<file path="config.mk">
export PLATFORM = sky130hd
export DESIGN_NAME = lidar_packet_decoder_flat
export DESIGN_NICKNAME = d
export VERILOG_FILES = /design/src/rtl/lpd_pkg.sv /design/src/rtl/lpd_if.sv /design/src/rtl/lidar_packet_decoder.sv /design/src/rtl/lpd_ctrl.sv /design/src/rtl/lpd_dp.sv /design/src/flat_wrapper.sv
export SDC_FILE = /design/constraint.sdc
export NUM_CORES = 2
export LEC_CHECK = 0
export ABC_AREA = 1
export CAP_MARGIN = 20
export CORE_AREA = 2 2 399 401
export DETAILED_ROUTE_END_ITERATION = 7
export DIE_AREA = 0 0 401 403
export DONT_BUFFER_PORTS = 1
export HOLD_SLACK_MARGIN = 0.06
export SYNTH_ARGS = -nofsm -noshare
export SYNTH_HDL_FRONTEND = slang
export SYNTH_SLANG_ARGS = --single-unit
</file>
<file path="constraint.sdc">
create_clock -name clk -period 7.75 [get_ports clk]
set_input_delay 1.9375 -clock clk [delete_from_list [all_inputs] [get_ports clk]]
set_output_delay 1.9375 -clock clk [all_outputs]
set_load 0.03 [all_outputs]
</file>
<file path="src/rtl/lpd_pkg.sv">
`timescale 1ns / 1ps
// ----------------------------------------------------------------------------
// lpd_pkg
// Shared types, codes and constants of the lidar packet decoder.
// ----------------------------------------------------------------------------
package lpd_pkg;

  localparam logic [7:0]  HDR_LO   = 8'hAA;
  localparam logic [7:0]  HDR_HI   = 8'h55;
  localparam logic [15:0] HDR_WORD = 16'h55AA;

  localparam int TURN_Q6    = 23040;
  localparam int WRAP_HI_Q6 = 17280;
  localparam int WRAP_LO_Q6 = 5760;

  localparam int CORDIC_STEPS = 17;
  localparam int DIV_STEPS    = 23;   // quotient bits of (diff << 8) / (n - 1)
  localparam int IDX_W        = 7;    // sample index, 0 to 127

  // header byte positions
  localparam logic [3:0] HP_LO   = 4'd0;
  localparam logic [3:0] HP_HI   = 4'd1;
  localparam logic [3:0] HP_TYPE = 4'd2;
  localparam logic [3:0] HP_CNT  = 4'd3;
  localparam logic [3:0] HP_FLO  = 4'd4;
  localparam logic [3:0] HP_FHI  = 4'd5;
  localparam logic [3:0] HP_LLO  = 4'd6;
  localparam logic [3:0] HP_LHI  = 4'd7;
  localparam logic [3:0] HP_CLO  = 4'd8;
  localparam logic [3:0] HP_CHI  = 4'd9;

  typedef enum logic [3:0] {
    ST_HDR, ST_DIVI, ST_DIV, ST_DIVE, ST_SMP, ST_CHK, ST_ERR,
    ST_RD, ST_CINIT, ST_CORD, ST_WINIT, ST_WRAP, ST_EMIT
  } state_t;

  typedef struct packed {
    logic             take;      // input item accepted this cycle
    logic             smp;       // ... and it is a sample byte
    logic [3:0]       hpos;
    logic [7:0]       bpos;
    logic             div_init;
    logic             div_step;
    logic             div_done;
    logic             acc_clr;
    logic             acc_add;
    logic             rd;
    logic [IDX_W-1:0] k;
    logic             cinit;
    logic             cstep;
    logic [4:0]       ci;
    logic             winit;
    logic             wstep;
    logic             out_pt;
    logic             out_err;
    logic             out_last;
  } cmd_t;

  typedef struct packed {
    logic       byte_ok;
    logic       cks_ok;
    logic [7:0] count;
    logic       t_neg;
    logic       t_over;
    logic       out_free;
  } sts_t;

  // CORDIC step angles, 1/(64*4096) degree
  function automatic logic signed [27:0] step_angle(input logic [4:0] i);
    logic signed [27:0] v;
    case (i)
      5'd0:    v = 28'sd11796480;
      5'd1:    v = 28'sd6963869;
      5'd2:    v = 28'sd3679517;
      5'd3:    v = 28'sd1867780;
      5'd4:    v = 28'sd937515;
      5'd5:    v = 28'sd469214;
      5'd6:    v = 28'sd234664;
      5'd7:    v = 28'sd117339;
      5'd8:    v = 28'sd58671;
      5'd9:    v = 28'sd29335;
      5'd10:   v = 28'sd14668;
      5'd11:   v = 28'sd7334;
      5'd12:   v = 28'sd3667;
      5'd13:   v = 28'sd1833;
      5'd14:   v = 28'sd917;
      5'd15:   v = 28'sd458;
      5'd16:   v = 28'sd229;
      default: v = 28'sd0;
    endcase
    return v;
  endfunction

endpackage

</file>
<file path="src/rtl/lpd_if.sv">
`timescale 1ns / 1ps
// ----------------------------------------------------------------------------
// lpd_if
// Valid/ready channels: raw byte input and decoded point output.
// ----------------------------------------------------------------------------
interface lpd_in_if;
  logic       valid;
  logic       ready;
  logic [7:0] data_byte;
  modport source (output valid, output data_byte, input ready);
  modport sink   (input valid, input data_byte, output ready);
endinterface

interface lpd_out_if;
  logic        valid;
  logic        ready;
  logic [15:0] range_q2;
  logic [14:0] angle_q6;
  logic        ring_start;
  logic        status;
  logic        last_of_packet;
  modport source (output valid, output range_q2, output angle_q6, output ring_start,
                  output status, output last_of_packet, input ready);
  modport sink   (input valid, input range_q2, input angle_q6, input ring_start,
                  input status, input last_of_packet, output ready);
endinterface

</file>
<file path="src/rtl/lidar_packet_decoder.sv">
`timescale 1ns / 1ps
// ----------------------------------------------------------------------------
// lidar_packet_decoder
// Byte-serial decoder for AA 55 lidar scan packets, one point item per sample.
// ----------------------------------------------------------------------------
//  channel  dir  handshake      payload
//  in_ch    in   valid/ready    data_byte[7:0]
//  out_ch   out  valid/ready    range_q2[15:0], angle_q6[14:0], ring_start,
//                               status, last_of_packet
//
//  In the header and sample states bytes are taken one per cycle. After the last
//  angle byte the input stalls while the interval divider runs (one bit/cycle).
//  After the last sample byte each point takes a store read, 17 CORDIC steps, a
//  wrap init and wrap steps that add or subtract turns, then the result load.
//  A result waits in the output register; a stalled sink holds the sequencer.
//  Synchronous active-low reset; the sample store has no reset.
// ----------------------------------------------------------------------------
module lidar_packet_decoder import lpd_pkg::*; #(
  parameter int MAX_SAMPLES      = 40,
  parameter int CORR_TABLE_DEPTH = 16384
) (
  input logic        clk,
  input logic        rst_n,
  lpd_in_if.sink     in_ch,
  lpd_out_if.source  out_ch
);

  cmd_t cmd;
  sts_t sts;
  logic in_ready;

  // control: header position, byte and sample counters, step counts
  lpd_ctrl u_ctrl (
    .clk      (clk),
    .rst_n    (rst_n),
    .in_valid (in_ch.valid),
    .in_ready (in_ready),
    .sts      (sts),
    .cmd      (cmd)
  );

  // datapath: fields, store, divider, CORDIC, wrap and result register
  lpd_dp #(
    .MAX_SAMPLES      (MAX_SAMPLES),
    .CORR_TABLE_DEPTH (CORR_TABLE_DEPTH)
  ) u_dp (
    .clk                (clk),
    .rst_n              (rst_n),
    .in_byte            (in_ch.data_byte),
    .cmd                (cmd),
    .sts                (sts),
    .out_valid          (out_ch.valid),
    .out_ready          (out_ch.ready),
    .out_range_q2       (out_ch.range_q2),
    .out_angle_q6       (out_ch.angle_q6),
    .out_ring_start     (out_ch.ring_start),
    .out_status         (out_ch.status),
    .out_last_of_packet (out_ch.last_of_packet)
  );

  assign in_ch.ready = in_ready;

  // a result is never loaded over one still waiting
  a_load_free: assert property (@(posedge clk) disable iff (!rst_n)
    (cmd.out_pt || cmd.out_err) |-> sts.out_free)
    else $error("result loaded over a pending item");

  a_one_load: assert property (@(posedge clk) disable iff (!rst_n)
    !(cmd.out_pt && cmd.out_err))
    else $error("point and error loaded together");

  a_err_out: assert property (@(posedge clk) disable iff (!rst_n)
    cmd.out_err |=> (out_ch.valid && out_ch.status && out_ch.last_of_packet))
    else $error("error item not presented");

  a_div_stall: assert property (@(posedge clk) disable iff (!rst_n)
    (cmd.div_step || cmd.cstep) |-> !in_ready)
    else $error("input taken while a unit iterates");

endmodule

</file>
<file path="src/rtl/lpd_ctrl.sv">
`timescale 1ns / 1ps
// ----------------------------------------------------------------------------
// lpd_ctrl
// Sequencer: header parse, divider and CORDIC step counts, point and error emission.
// ----------------------------------------------------------------------------
module lpd_ctrl import lpd_pkg::*; (
  input  logic clk,
  input  logic rst_n,
  input  logic in_valid,
  output logic in_ready,
  input  sts_t sts,
  output cmd_t cmd
);

  state_t           state_r, state_nxt;
  logic [3:0]       hpos_r, hpos_nxt;
  logic [7:0]       bpos_r, bpos_nxt;
  logic [IDX_W-1:0] k_r, k_nxt;
  logic [4:0]       cnt_r, cnt_nxt;

  always_ff @(posedge clk) begin
    if (!rst_n) begin
      state_r <= ST_HDR;
      hpos_r  <= HP_LO;
      bpos_r  <= '0;
      k_r     <= '0;
      cnt_r   <= '0;
    end else begin
      state_r <= state_nxt;
      hpos_r  <= hpos_nxt;
      bpos_r  <= bpos_nxt;
      k_r     <= k_nxt;
      cnt_r   <= cnt_nxt;
    end
  end

  always_comb begin
    state_nxt = state_r;
    hpos_nxt  = hpos_r;
    bpos_nxt  = bpos_r;
    k_nxt     = k_r;
    cnt_nxt   = cnt_r;
    in_ready  = 1'b0;
    cmd       = '0;
    cmd.hpos  = hpos_r;
    cmd.bpos  = bpos_r;
    cmd.k     = k_r;
    cmd.ci    = cnt_r;
    cmd.out_last = ({1'b0, k_r} + 8'd1) == sts.count;

    case (state_r)
      ST_HDR: begin
        in_ready = 1'b1;
        if (in_valid) begin
          cmd.take = 1'b1;
          if (!sts.byte_ok) begin
            hpos_nxt = HP_LO;
          end else if (hpos_r == HP_LHI) begin
            hpos_nxt  = HP_CLO;
            state_nxt = ST_DIVI;
          end else if (hpos_r == HP_CHI) begin
            hpos_nxt  = HP_LO;
            bpos_nxt  = '0;
            state_nxt = ST_SMP;
          end else begin
            hpos_nxt = hpos_r + 4'd1;
          end
        end
      end
      ST_DIVI: begin
        cmd.div_init = 1'b1;
        cnt_nxt      = '0;
        state_nxt    = ST_DIV;
      end
      ST_DIV: begin
        cmd.div_step = 1'b1;
        cnt_nxt      = cnt_r + 5'd1;
        if (cnt_r == 5'(DIV_STEPS - 1)) state_nxt = ST_DIVE;
      end
      ST_DIVE: begin
        cmd.div_done = 1'b1;
        state_nxt    = ST_HDR;
      end
      ST_SMP: begin
        in_ready = 1'b1;
        if (in_valid) begin
          cmd.take = 1'b1;
          cmd.smp  = 1'b1;
          bpos_nxt = bpos_r + 8'd1;
          if ({1'b0, bpos_nxt} >= {sts.count, 1'b0}) state_nxt = ST_CHK;
        end
      end
      ST_CHK: begin
        k_nxt = '0;
        if (sts.cks_ok) begin
          cmd.acc_clr = 1'b1;
          state_nxt   = ST_RD;
        end else begin
          state_nxt = ST_ERR;
        end
      end
      ST_ERR: begin
        if (sts.out_free) begin
          cmd.out_err = 1'b1;
          state_nxt   = ST_HDR;
        end
      end
      ST_RD: begin
        cmd.rd    = 1'b1;
        state_nxt = ST_CINIT;
      end
      ST_CINIT: begin
        cmd.cinit = 1'b1;
        cnt_nxt   = '0;
        state_nxt = ST_CORD;
      end
      ST_CORD: begin
        cmd.cstep = 1'b1;
        cnt_nxt   = cnt_r + 5'd1;
        if (cnt_r == 5'(CORDIC_STEPS - 1)) state_nxt = ST_WINIT;
      end
      ST_WINIT: begin
        cmd.winit = 1'b1;
        state_nxt = ST_WRAP;
      end
      ST_WRAP: begin
        cmd.wstep = 1'b1;
        if (!sts.t_neg && !sts.t_over) state_nxt = ST_EMIT;
      end
      ST_EMIT: begin
        if (sts.out_free) begin
          cmd.out_pt  = 1'b1;
          cmd.acc_add = 1'b1;
          k_nxt       = k_r + 1'b1;
          state_nxt   = cmd.out_last ? ST_HDR : ST_RD;
        end
      end
      default: state_nxt = ST_HDR;
    endcase
  end

endmodule

</file>
<file path="src/rtl/lpd_dp.sv">
`timescale 1ns / 1ps
// ----------------------------------------------------------------------------
// lpd_dp
// Datapath: header fields, sample store, interval divider, CORDIC, angle wrap.
// ----------------------------------------------------------------------------
module lpd_dp import lpd_pkg::*; #(
  parameter int MAX_SAMPLES      = 40,
  parameter int CORR_TABLE_DEPTH = 16384
) (
  input  logic        clk,
  input  logic        rst_n,
  input  logic [7:0]  in_byte,
  input  cmd_t        cmd,
  output sts_t        sts,
  output logic        out_valid,
  input  logic        out_ready,
  output logic [15:0] out_range_q2,
  output logic [14:0] out_angle_q6,
  output logic        out_ring_start,
  output logic        out_status,
  output logic        out_last_of_packet
);

  localparam int AW = (MAX_SAMPLES > 1) ? $clog2(MAX_SAMPLES) : 1;
  localparam logic [13:0] A_MAX = 14'(CORR_TABLE_DEPTH - 1);
  localparam logic signed [33:0] TURN_T = 34'sd5898240;   // 23040 * 256

  // header fields
  logic        ring_r;
  logic [7:0]  count_r, lo_hold_r;
  logic [15:0] first_r, last_r, cks_exp_r, cks_run_r;
  logic [23:0] piv_r;
  logic        byte_ok;

  // sample store
  logic [15:0] mem [MAX_SAMPLES];
  logic [15:0] rd_q_r;

  // divider
  logic [22:0] quo_r;
  logic [5:0]  rem_r, dvs_r;
  logic        div_en_r;
  logic [6:0]  trial;

  // CORDIC and angle
  logic signed [31:0] x_r, y_r, xs, ys;
  logic signed [27:0] z_r, zabs;
  logic               zero_r;
  logic [13:0]        a_val;
  logic [15:0]        zq;
  logic signed [15:0] corr;
  logic [29:0]        acc_r;
  logic signed [33:0] t_r;
  logic [23:0]        iv_cur;

  logic       out_valid_r;
  logic [15:0] w;
  logic [14:0] fa, la, dwrap;

  assign w      = {in_byte, lo_hold_r};
  assign fa     = first_r[15:1];
  assign la     = last_r[15:1];
  assign dwrap  = 15'(16'(TURN_Q6) + {1'b0, la} - {1'b0, fa});
  assign iv_cur = (count_r < 8'd2) ? '0 : piv_r;
  assign trial  = {rem_r, quo_r[22]};

  // header byte checks
  always_comb begin
    case (cmd.hpos)
      HP_LO:   byte_ok = (in_byte == HDR_LO);
      HP_HI:   byte_ok = (in_byte == HDR_HI);
      HP_TYPE: byte_ok = (in_byte <= 8'd1);
      HP_CNT:  byte_ok = (in_byte != 8'd0) && (in_byte <= 8'(MAX_SAMPLES));
      HP_FLO:  byte_ok = in_byte[0];
      HP_LLO:  byte_ok = in_byte[0];
      default: byte_ok = 1'b1;
    endcase
  end

  assign sts.byte_ok  = byte_ok;
  assign sts.cks_ok   = (cks_run_r ^ {count_r, 7'b0, ring_r} ^ last_r) == cks_exp_r;
  assign sts.count    = count_r;
  assign sts.t_neg    = t_r[33];
  assign sts.t_over   = t_r > TURN_T;
  assign sts.out_free = !out_valid_r || out_ready;

  always_ff @(posedge clk) begin
    if (!rst_n) begin
      ring_r    <= 1'b0;
      count_r   <= '0;
      lo_hold_r <= '0;
      first_r   <= '0;
      last_r    <= '0;
      cks_exp_r <= '0;
      cks_run_r <= '0;
      piv_r     <= '0;
    end else begin
      if (cmd.take && !cmd.smp) begin
        case (cmd.hpos)
          HP_LO:   ;
          HP_HI:   cks_run_r <= HDR_WORD;
          HP_TYPE: ring_r <= in_byte[0];
          HP_CNT:  count_r <= in_byte;
          HP_FLO:  first_r <= {8'h00, in_byte};
          HP_FHI: begin
            first_r   <= {in_byte, first_r[7:0]};
            cks_run_r <= cks_run_r ^ {in_byte, first_r[7:0]};
          end
          HP_LLO:  last_r <= {8'h00, in_byte};
          HP_LHI:  last_r <= {in_byte, last_r[7:0]};
          HP_CLO:  cks_exp_r <= {8'h00, in_byte};
          default: cks_exp_r <= {in_byte, cks_exp_r[7:0]};
        endcase
      end
      if (cmd.take && cmd.smp) begin
        if (!cmd.bpos[0]) lo_hold_r <= in_byte;
        else              cks_run_r <= cks_run_r ^ w;
      end
      if (cmd.div_done && div_en_r) piv_r <= {1'b0, quo_r};
    end
  end

  always_ff @(posedge clk) begin
    if (cmd.take && cmd.smp && cmd.bpos[0]) mem[cmd.bpos[AW:1]] <= w;
    if (cmd.rd) rd_q_r <= mem[cmd.k[AW-1:0]];
  end

  // restoring divider, one quotient bit per cycle
  always_ff @(posedge clk) begin
    if (cmd.div_init) begin
      rem_r <= '0;
      dvs_r <= 6'(count_r - 8'd1);
      if (count_r >= 8'd2 && la >= fa) begin
        div_en_r <= 1'b1;
        quo_r    <= {la - fa, 8'h00};
      end else if (count_r >= 8'd2 && fa > 15'(WRAP_HI_Q6) && la < 15'(WRAP_LO_Q6)) begin
        div_en_r <= 1'b1;
        quo_r    <= {dwrap, 8'h00};
      end else begin
        div_en_r <= 1'b0;
        quo_r    <= '0;
      end
    end else if (cmd.div_step) begin
      if (trial >= {1'b0, dvs_r}) begin
        rem_r <= 6'(trial - {1'b0, dvs_r});
        quo_r <= {quo_r[21:0], 1'b1};
      end else begin
        rem_r <= trial[5:0];
        quo_r <= {quo_r[21:0], 1'b0};
      end
    end
  end

  // distance correction: CORDIC vectoring
  assign a_val = (rd_q_r[15:2] > A_MAX) ? A_MAX : rd_q_r[15:2];
  assign xs    = x_r >>> cmd.ci;
  assign ys    = y_r >>> cmd.ci;
  assign zabs  = z_r[27] ? -z_r : z_r;
  assign zq    = 16'(zabs >> 12);
  assign corr  = zero_r ? 16'sd0 : (z_r[27] ? -$signed(zq) : $signed(zq));

  always_ff @(posedge clk) begin
    if (cmd.cinit) begin
      x_r    <= $signed(32'(a_val) * 32'd15530);
      y_r    <= 32'sd338554 - $signed(32'(a_val) * 32'd2180);
      z_r    <= '0;
      zero_r <= (a_val == 14'd0);
    end else if (cmd.cstep) begin
      if (!y_r[31]) begin
        x_r <= x_r + ys;
        y_r <= y_r - xs;
        z_r <= z_r + step_angle(cmd.ci);
      end else begin
        x_r <= x_r - ys;
        y_r <= y_r + xs;
        z_r <= z_r - step_angle(cmd.ci);
      end
    end
  end

  always_ff @(posedge clk) begin
    if (cmd.acc_clr)      acc_r <= '0;
    else if (cmd.acc_add) acc_r <= acc_r + {6'b0, iv_cur};
    if (cmd.winit) begin
      t_r <= $signed({11'b0, fa, 8'b0}) + $signed({4'b0, acc_r})
           + $signed({{10{corr[15]}}, corr, 8'b0});
    end else if (cmd.wstep) begin
      if (t_r[33])          t_r <= t_r + TURN_T;
      else if (t_r > TURN_T) t_r <= t_r - TURN_T;
    end
  end

  // result register
  always_ff @(posedge clk) begin
    if (!rst_n) begin
      out_valid_r <= 1'b0;
    end else if (cmd.out_pt || cmd.out_err) begin
      out_valid_r <= 1'b1;
    end else if (out_ready) begin
      out_valid_r <= 1'b0;
    end
  end

  always_ff @(posedge clk) begin
    if (cmd.out_pt) begin
      out_range_q2       <= rd_q_r;
      out_angle_q6       <= t_r[22:8];
      out_ring_start     <= ring_r;
      out_status         <= 1'b0;
      out_last_of_packet <= cmd.out_last;
    end else if (cmd.out_err) begin
      out_range_q2       <= '0;
      out_angle_q6       <= '0;
      out_ring_start     <= 1'b0;
      out_status         <= 1'b1;
      out_last_of_packet <= 1'b1;
    end
  end

  assign out_valid = out_valid_r;

endmodule

</file>
<file path="src/flat_wrapper.sv">
// flat-port wrapper written by rule: the top's interface ports become plain ports
module lidar_packet_decoder_flat import lpd_pkg::*;
#(
  parameter int MAX_SAMPLES      = 40,
  parameter int CORR_TABLE_DEPTH = 16384
)
  (clk, rst_n, in_ch_valid, in_ch_data_byte, in_ch_ready, out_ch_valid, out_ch_range_q2, out_ch_angle_q6, out_ch_ring_start, out_ch_status, out_ch_last_of_packet, out_ch_ready);
  lpd_in_if in_ch_i ();
  lpd_out_if out_ch_i ();
  input logic clk;
  input logic rst_n;
  input wire logic [$bits(in_ch_i.valid)-1:0] in_ch_valid;
  input wire logic [$bits(in_ch_i.data_byte)-1:0] in_ch_data_byte;
  output wire logic [$bits(in_ch_i.ready)-1:0] in_ch_ready;
  output wire logic [$bits(out_ch_i.valid)-1:0] out_ch_valid;
  output wire logic [$bits(out_ch_i.range_q2)-1:0] out_ch_range_q2;
  output wire logic [$bits(out_ch_i.angle_q6)-1:0] out_ch_angle_q6;
  output wire logic [$bits(out_ch_i.ring_start)-1:0] out_ch_ring_start;
  output wire logic [$bits(out_ch_i.status)-1:0] out_ch_status;
  output wire logic [$bits(out_ch_i.last_of_packet)-1:0] out_ch_last_of_packet;
  input wire logic [$bits(out_ch_i.ready)-1:0] out_ch_ready;
  assign in_ch_i.valid = in_ch_valid;
  assign in_ch_i.data_byte = in_ch_data_byte;
  assign in_ch_ready = in_ch_i.ready;
  assign out_ch_valid = out_ch_i.valid;
  assign out_ch_range_q2 = out_ch_i.range_q2;
  assign out_ch_angle_q6 = out_ch_i.angle_q6;
  assign out_ch_ring_start = out_ch_i.ring_start;
  assign out_ch_status = out_ch_i.status;
  assign out_ch_last_of_packet = out_ch_i.last_of_packet;
  assign out_ch_i.ready = out_ch_ready;
  lidar_packet_decoder #(.MAX_SAMPLES(MAX_SAMPLES), .CORR_TABLE_DEPTH(CORR_TABLE_DEPTH)) u_core (.clk(clk), .rst_n(rst_n), .in_ch(in_ch_i), .out_ch(out_ch_i));
endmodule
</file>
* After elaboration in Yosys (flattened, before gate mapping) *
Memory sizes are Yosys's and may differ from the RTL's. A register that Yosys moved wholly into a read port is not among the register bits.
Cells that the tools add are included.

storage, ports and cells
  memory bits (read-only) = 1536
  output and inout bits = 36
  input port bits = 12
  memories kept = 3
  word-level logic and storage cells = 269
  memory bits (writable) = 640
  bits in registers = 360

cells by class
  shift operators = 2
  order comparisons = 11
  mux-type cells = 97
  $mul = 2
  equality and inequality tests = 39
  bitwise logic cells = 8
  reduce and logical (&&, ||, !) cells = 49
  add/subtract/negate cells = 24

memory list
  name              words  width  rd ports  clocked after memory_dff  wr ports  RTL line       source
  (name not given)  32     24     1         1                         0         lpd_pkg.sv:71  case (i)
  (name not given)  32     24     1         1                         0         lpd_pkg.sv:71
  u_core.u_dp.mem   40     16     1         1                         1         lpd_dp.sv:36   logic [15:0] mem [MAX_SAMPLES];

operator list
  cell                                                             count
  two-way mux 28 bit                                               10
  two-way mux 34 bit                                               4
  two-way mux 32 bit                                               4
  case mux 16 bit (2 select lines)                                 4
  two-way mux 23 bit                                               5
  two-way mux 16 bit                                               7
  adder 32 bit                                                     2
  >>> shifter 32 x 5 -> 32 bit                                     2
  subtractor 32 bit                                                2
  XOR 16 bit                                                       4
  two-way mux 4 bit                                                14
  case mux 4 bit (12 select lines)                                 1
  two-way mux 8 bit                                                5
  adder 34 x 24 -> 34 bit, second input constant                   1
  greater-than comparator 34 x 24 -> 1 bit, second input constant  1
  subtractor 34 x 24 -> 34 bit, second input constant              1
  adder 32 x 24 -> 33 bit                                          1
  equality test 4 x 3 -> 1 bit, second input constant              8
  adder 23 x 30 -> 31 bit                                          1
  adder 30 x 23 -> 30 bit                                          1
  two-way mux 15 bit                                               2
  subtractor 15 bit                                                2
  adder 28 bit                                                     1
  equality test 4 bit, second input constant                       7
  61 further kinds                                                 142

* Logic depth before layout (Yosys ltp) *
  depth after elaboration = 7
  depth in mapped cells = 35
  depth with buffers taken out = 33

* Hierarchy *
A second synthesis with hierarchy kept.

unflattened totals
  cell total of the unflattened synthesis = 7539
  area total of the unflattened synthesis = 63671.1 µm²

by module, submodules not included
  module    instances  area an instance (µm²)  cells each
  lpd_dp    1          61529.0                 7213
  lpd_ctrl  1          2142.1                  326

* Worst setup path after synthesis *
Ideal clock, no wire load.

  kind = register to register
  start point = register u_core.u_dp.rd_q_r[5], read port of u_core.u_dp.mem
  end point = register u_core.u_dp.x_r[24], data pin
  stages on the path, launching flop included = 21
  setup slack = 2668 ps
  arrival time = 4826 ps
  period minus slack after synthesis = 5082 ps
  data required time = 7494 ps
  buffers on the path = 1
  path through = edfxtp_1 -> clkbuf_1 -> fa_1 -> inv_1 -> fa_1 -> inv_1 -> fa_1 -> inv_1 -> fa_1 -> fa_1 -> inv_1 -> ha_1 -> nand2_1 -> nor4_1 -> a21oi_1 -> inv_1 -> a31oi_1 -> o21a_1 -> xnor2_1 -> nand2_1 -> nand2_1

between the ends
  cells in the longest elaborated chain, start to end = 4

ends and longest elaborated chain
  element                         RTL line       source
  start: declaration              lpd_dp.sv:37   logic [15:0] rd_q_r;
  greater-than comparator 14 bit  lpd_dp.sv:155  assign a_val = (rd_q_r[15:2] > A_MAX) ? A_MAX : rd_q_r[15:2];
  two-way mux 14 bit *            lpd_dp.sv:155
  multiplier 14 x 13 -> 27 bit *  lpd_dp.sv:164  x_r <= $signed(32'(a_val) * 32'd15530);
  two-way mux 28 bit *            lpd_dp.sv:163  if (cmd.cinit) begin
  end signal: assignment          lpd_dp.sv:164
  end signal: assignment          lpd_dp.sv:170  x_r <= x_r + ys;
  end signal: assignment          lpd_dp.sv:174  x_r <= x_r - ys;
  end: declaration                lpd_dp.sv:46   logic signed [31:0] x_r, y_r, xs, ys;

Every way passes the cells marked *; elsewhere a longest branch is shown, timed or not.
A chain may end at the register's enable or synchronous reset.

* Final worst setup path *
  start point = register u_core.u_ctrl.cnt_r[1]
  end point = register u_core.u_dp.x_r[27], data pin

between the ends
  cells in the longest elaborated chain, start to end = 5
  elaborated cells on any way between the ends = 6

ends and longest elaborated chain
  element                                                   RTL line                      source
  start: declaration                                        lpd_ctrl.sv:19                logic [4:0] cnt_r, cnt_nxt;
  start signal: assignment                                  lpd_ctrl.sv:33                cnt_r <= cnt_nxt;
  >>> shifter 32 x 5 -> 32 bit *                            lpd_dp.sv:157                 assign ys = y_r >>> cmd.ci;
  adder 32 bit / subtractor 32 bit (equally long branches)  lpd_dp.sv:170, lpd_dp.sv:174
  two-way mux 32 bit *                                      lpd_dp.sv:169                 if (!y_r[31]) begin
  two-way mux 28 bit *                                      lpd_dp.sv:168                 end else if (cmd.cstep) begin
  two-way mux 28 bit *                                      lpd_dp.sv:163

Every way passes the cells marked *; elsewhere a longest branch is shown, timed or not. The select of a mux whose other input is x is not followed.

==> results by group <==
Timing
  – Period utilization: 0.766
  – Final setup vio count: 0
  – Fin Setup TNS: 0 ns
  – Final Hold Vio Count: 0
  – Max-slew violations: 0
  – Hold slack: 0.448 ns
  – Clk_skew: 0.0761 ns
  – RSZ-0062 raised after global routing: no
  – Min Tclk post-route: 5.94 ns
  – Slew headroom: 0.239
  – Max Fclk: 168 MHz
  – Actual slew at the worst max-slew pin: 1.14 ns

Synthesis
  – Largest family of logic cells by synthesized area: simple AND/OR/NAND/NOR gates
  – Top_reg_cell synth: edfxtp_1
  – Share of the synthesized area in the top cell type: 0.380
  – Mapped Area: 0.0642 mm2
  – Register bit total from synthesis: 1040
  – Xor/xnor share of the synthesized area: 0.0413
  – Synth unique cells: 71
  – Post-synth top cells: nand2_1 (1232), nor2_1 (910), edfxtp_1 (813), inv_1 (740), o21ai_0 (739)
  – Yosys top cell by area: edfxtp_1
  – Synth area leaders: edfxtp_1 (38%), ha_1 (7.3%), nand2_1 (7.2%)
  – Multiplexer share of the synthesized area: 0.000175
  – Simple-gate share of the synthesized area: 0.190
  – Register area share after synthesis: 0.451
  – Syn Nets: 7993
  – Synth Area in Adders: 0.0990
  – Mapped Avg Cell Area: 8.53 um2
  – Ys Warns: 0
  – Post-Syn Instances: 7524
  – Synth Area in Compound Gates: 0.152
  – Post-synth EDFFs: 813
  – Top-count cell post-synth: nand2_1
  – FFs w/ async S/R, synth: 0

Min path
  – Hold Path Depth: 2
  – Worst Hold End: u_core.u_dp.piv_r[1]$_SDFFE_PN0P_
  – Hold Path Origin: u_core.u_dp.piv_r[1]$_SDFFE_PN0P_
  – Min-delay worst type: reg -> reg

Layout
  – Fin nets: 7874
  – Area delta synth->final: 8.68%
  – Number of fill cells in the layout: 15600
  – Layout cells sized above 1: 0.0561
  – Post-layout util: 0.443

Clocking
  – Post-CTS Setup Inserts: 0
  – Total CTS buffers: 112
  – Worst-skew pair later-pin latency: 0.78 ns
  – Root Driver: clkbuf_16
  – CTS tree: done
  – Post-cts resize count: 0
  – CTS clk-pin slew, worst paths: 0.06 ns
  – Clk buf depth: 3
  – CTS Hold Bufs: 0
  – Htree depth: 3
  – Clk sink count: 1040

Worst setup path
  – Worst setup EP type: register
  – Crit path buffers/inverters: 3
  – Startpoint Class: register
  – WP data arrival: 6.39 ns
  – Highest-delay cell along the critical path: clkinv_2
  – CP top delay family: simple AND/OR/NAND/NOR gates
  – Crit-path max cell delay: 0.94 ns
  – Crit Reg-Reg Endpoint: u_core.u_dp.x_r[27]$_DFFE_PP_
  – Critical path data required time: 8.20 ns
  – R2r setup slk: 1.81 ns
  – R2r worst-path depth: 25
  – Crit path max fanout: 65
  – Worst r2r src: u_core.u_ctrl.cnt_r[1]$_SDFFE_PN0N_
  – Top cell by count, worst path: nand2_1
  – Critical path class: reg -> reg

Placed design
  – Hpwl dp: 132000 um
  – GP Congestion: 0.952
  – I/O Buffers: 0

Power
  – LEAKAGE: 28.5 nW
  – Maximum vdd drop: 265 uV
  – Power Dens Cells: 336 mW/mm2

Routing
  – DRT Pass-1 Iters: 7
  – Final ANT Viol Nets: 0
  – DR vias: 52900
  – Drt initial violations: 4864
  – Routed wire length: 192000 um
  – DRC Markers: 0
  – DR vias/cell: 5.53
  – DR WL/cell: 20.0 um

Floorplan
  – Chip height: 403 um
  – Die area: 0.162 mm2
  – Initial Utilization: 0.408
  – Ports: 48
  – Die Wd: 401 um
  – Core area: 0.157 mm2
  – Row Count: 146

Flow run
  – Max-cap viol count: 0

Global routing
  – Global-route wire length before repair: 295000 um
  – Total GRT Usage: 0.232
  – Largest net degree at the start of global routing: 146
  – Vias in the first global route: 50300
  – Global route overflow: 0
  – Initial antenna violation count: 5

Status
  – Status: finished, final reports clean
-- cells by family after synthesis --
family          Yosys count
buf+inv                1093
compound gates         1747
fa+ha+maj               457
mux                       1
simple gates           2885
xor+xnor                301
flops                  1040
-- stage by stage --
| step | setup WS, ns | total power, mW | cells | instance area, um2 |
|---|---|---|---|---|
| 2_1_floorplan | 2.67 | 13.8 | 7524 | 64200 |
| 3_3_place_gp | 2.10 | 17.9 | 9363 | 66100 |
| 3_5_place_dp | 2.00 | 18.0 | 9363 | 66100 |
| 4_1_cts | 1.94 | 23.3 | 9572 | 69800 |
| 5_1_grt | 1.35 | 25.1 | 9572 | 69800 |
| 6_report | 1.81 | 23.4 | 9573 | 69800 |
-- how the worst max path moves through the flow --
stage	start	end	slack [ns]	cells past startpoint
final	u_core.u_ctrl.cnt_r[1]$_SDFFE_PN0N_	u_core.u_dp.x_r[27]$_DFFE_PP_	1.81	25
after CTS	u_core.u_ctrl.cnt_r[0]$_SDFFE_PN0N_	u_core.u_dp.x_r[27]$_DFFE_PP_	1.94	26
after global routing	u_core.u_ctrl.cnt_r[0]$_SDFFE_PN0N_	u_core.u_dp.x_r[27]$_DFFE_PP_	1.35	26
after floorplan	u_core.u_dp.rd_q_r[5]$_DFFE_PP_	u_core.u_dp.x_r[24]$_DFFE_PP_	2.67	20
after detailed placement	u_core.u_ctrl.cnt_r[1]$_SDFFE_PN0N_	u_core.u_dp.y_r[20]$_DFFE_PP_	2.00	23
after global placement	u_core.u_ctrl.cnt_r[0]$_SDFFE_PN0N_	u_core.u_dp.x_r[27]$_DFFE_PP_	2.10	26
-- layer usage --
metal | global-route usage | vias up | part of all wire
li1 | - | 25600 | -
met1 | 0.317 | 25300 | 0.45
met2 | 0.378 | 1676 | 0.46
met3 | 0.0345 | 301 | 0.065
met4 | 0.0708 | 2 | 0.031
met5 | 0 | - | 0.000057
-- report_power, final --
part / switching (mW) / total, mW / internal, mW
sequential: 0.415 / 6.92 / 6.50
clock: 2.39 / 5.30 / 2.91
combinational: 7.44 / 11.2 / 3.74
total: 10.3 / 23.4 / 13.2
-- state kept, by name, indices dropped and copies added, names as in the netlist, 23 cells and up, named ones only --
name               cells
u_core.u_dp.piv_r     23
u_core.u_dp.mem      640
u_core.u_dp.t_r       34
u_core.u_dp.y_r       32
u_core.u_dp.quo_r     23
u_core.u_dp.z_r       28
u_core.u_dp.acc_r     30
u_core.u_dp.x_r       32
-- area by class of cell --
type | count | area, um2 | share of cell area
multi-input cells | 5391 | 31000 | 0.444
flip-flops and latches | 1040 | 29000 | 0.415
clock buffers | 137 | 3000 | 0.0430
inverters | 774 | 2920 | 0.0418
well taps | 2072 | 2590 | 0.0372
repair buffers | 86 | 646 | 0.00926
clock inverters | 72 | 622 | 0.00891
diodes | 1 | 2.50 | 0.0000359
-- worst min-delay path: stages, from the launching register on --
cell     delay (ns)
dfxtp_1        0.31
inv_1          0.05
a21oi_1        0.05
-- cells in the final DEF, fill, tap and decap left out, drive strengths merged, types with 4 or more instances in the layout --
cell type  instances
nand4             60
a21o              18
o32ai              5
o2111ai            5
nor4              28
xnor2            117
o22ai            182
nand3b            16
o31ai             18
o221ai            24
ha               372
edfxtp           813
o21ai            767
a31oi             56
fa                85
nor2             937
nand3            467
bufinv             4
inv              775
dfxtp            227
clkbuf           137
nand2           1260
a21oi            501
a22o               5
clkinv            60
a221oi             4
o21a              19
o211ai            48
a21boi            10
a211oi            38
a32o               4
clkinvlp           7
o21bai            28
xor2             184
or2               37
nor3              73
buf               86
Power figures use the tool's default switching activity.
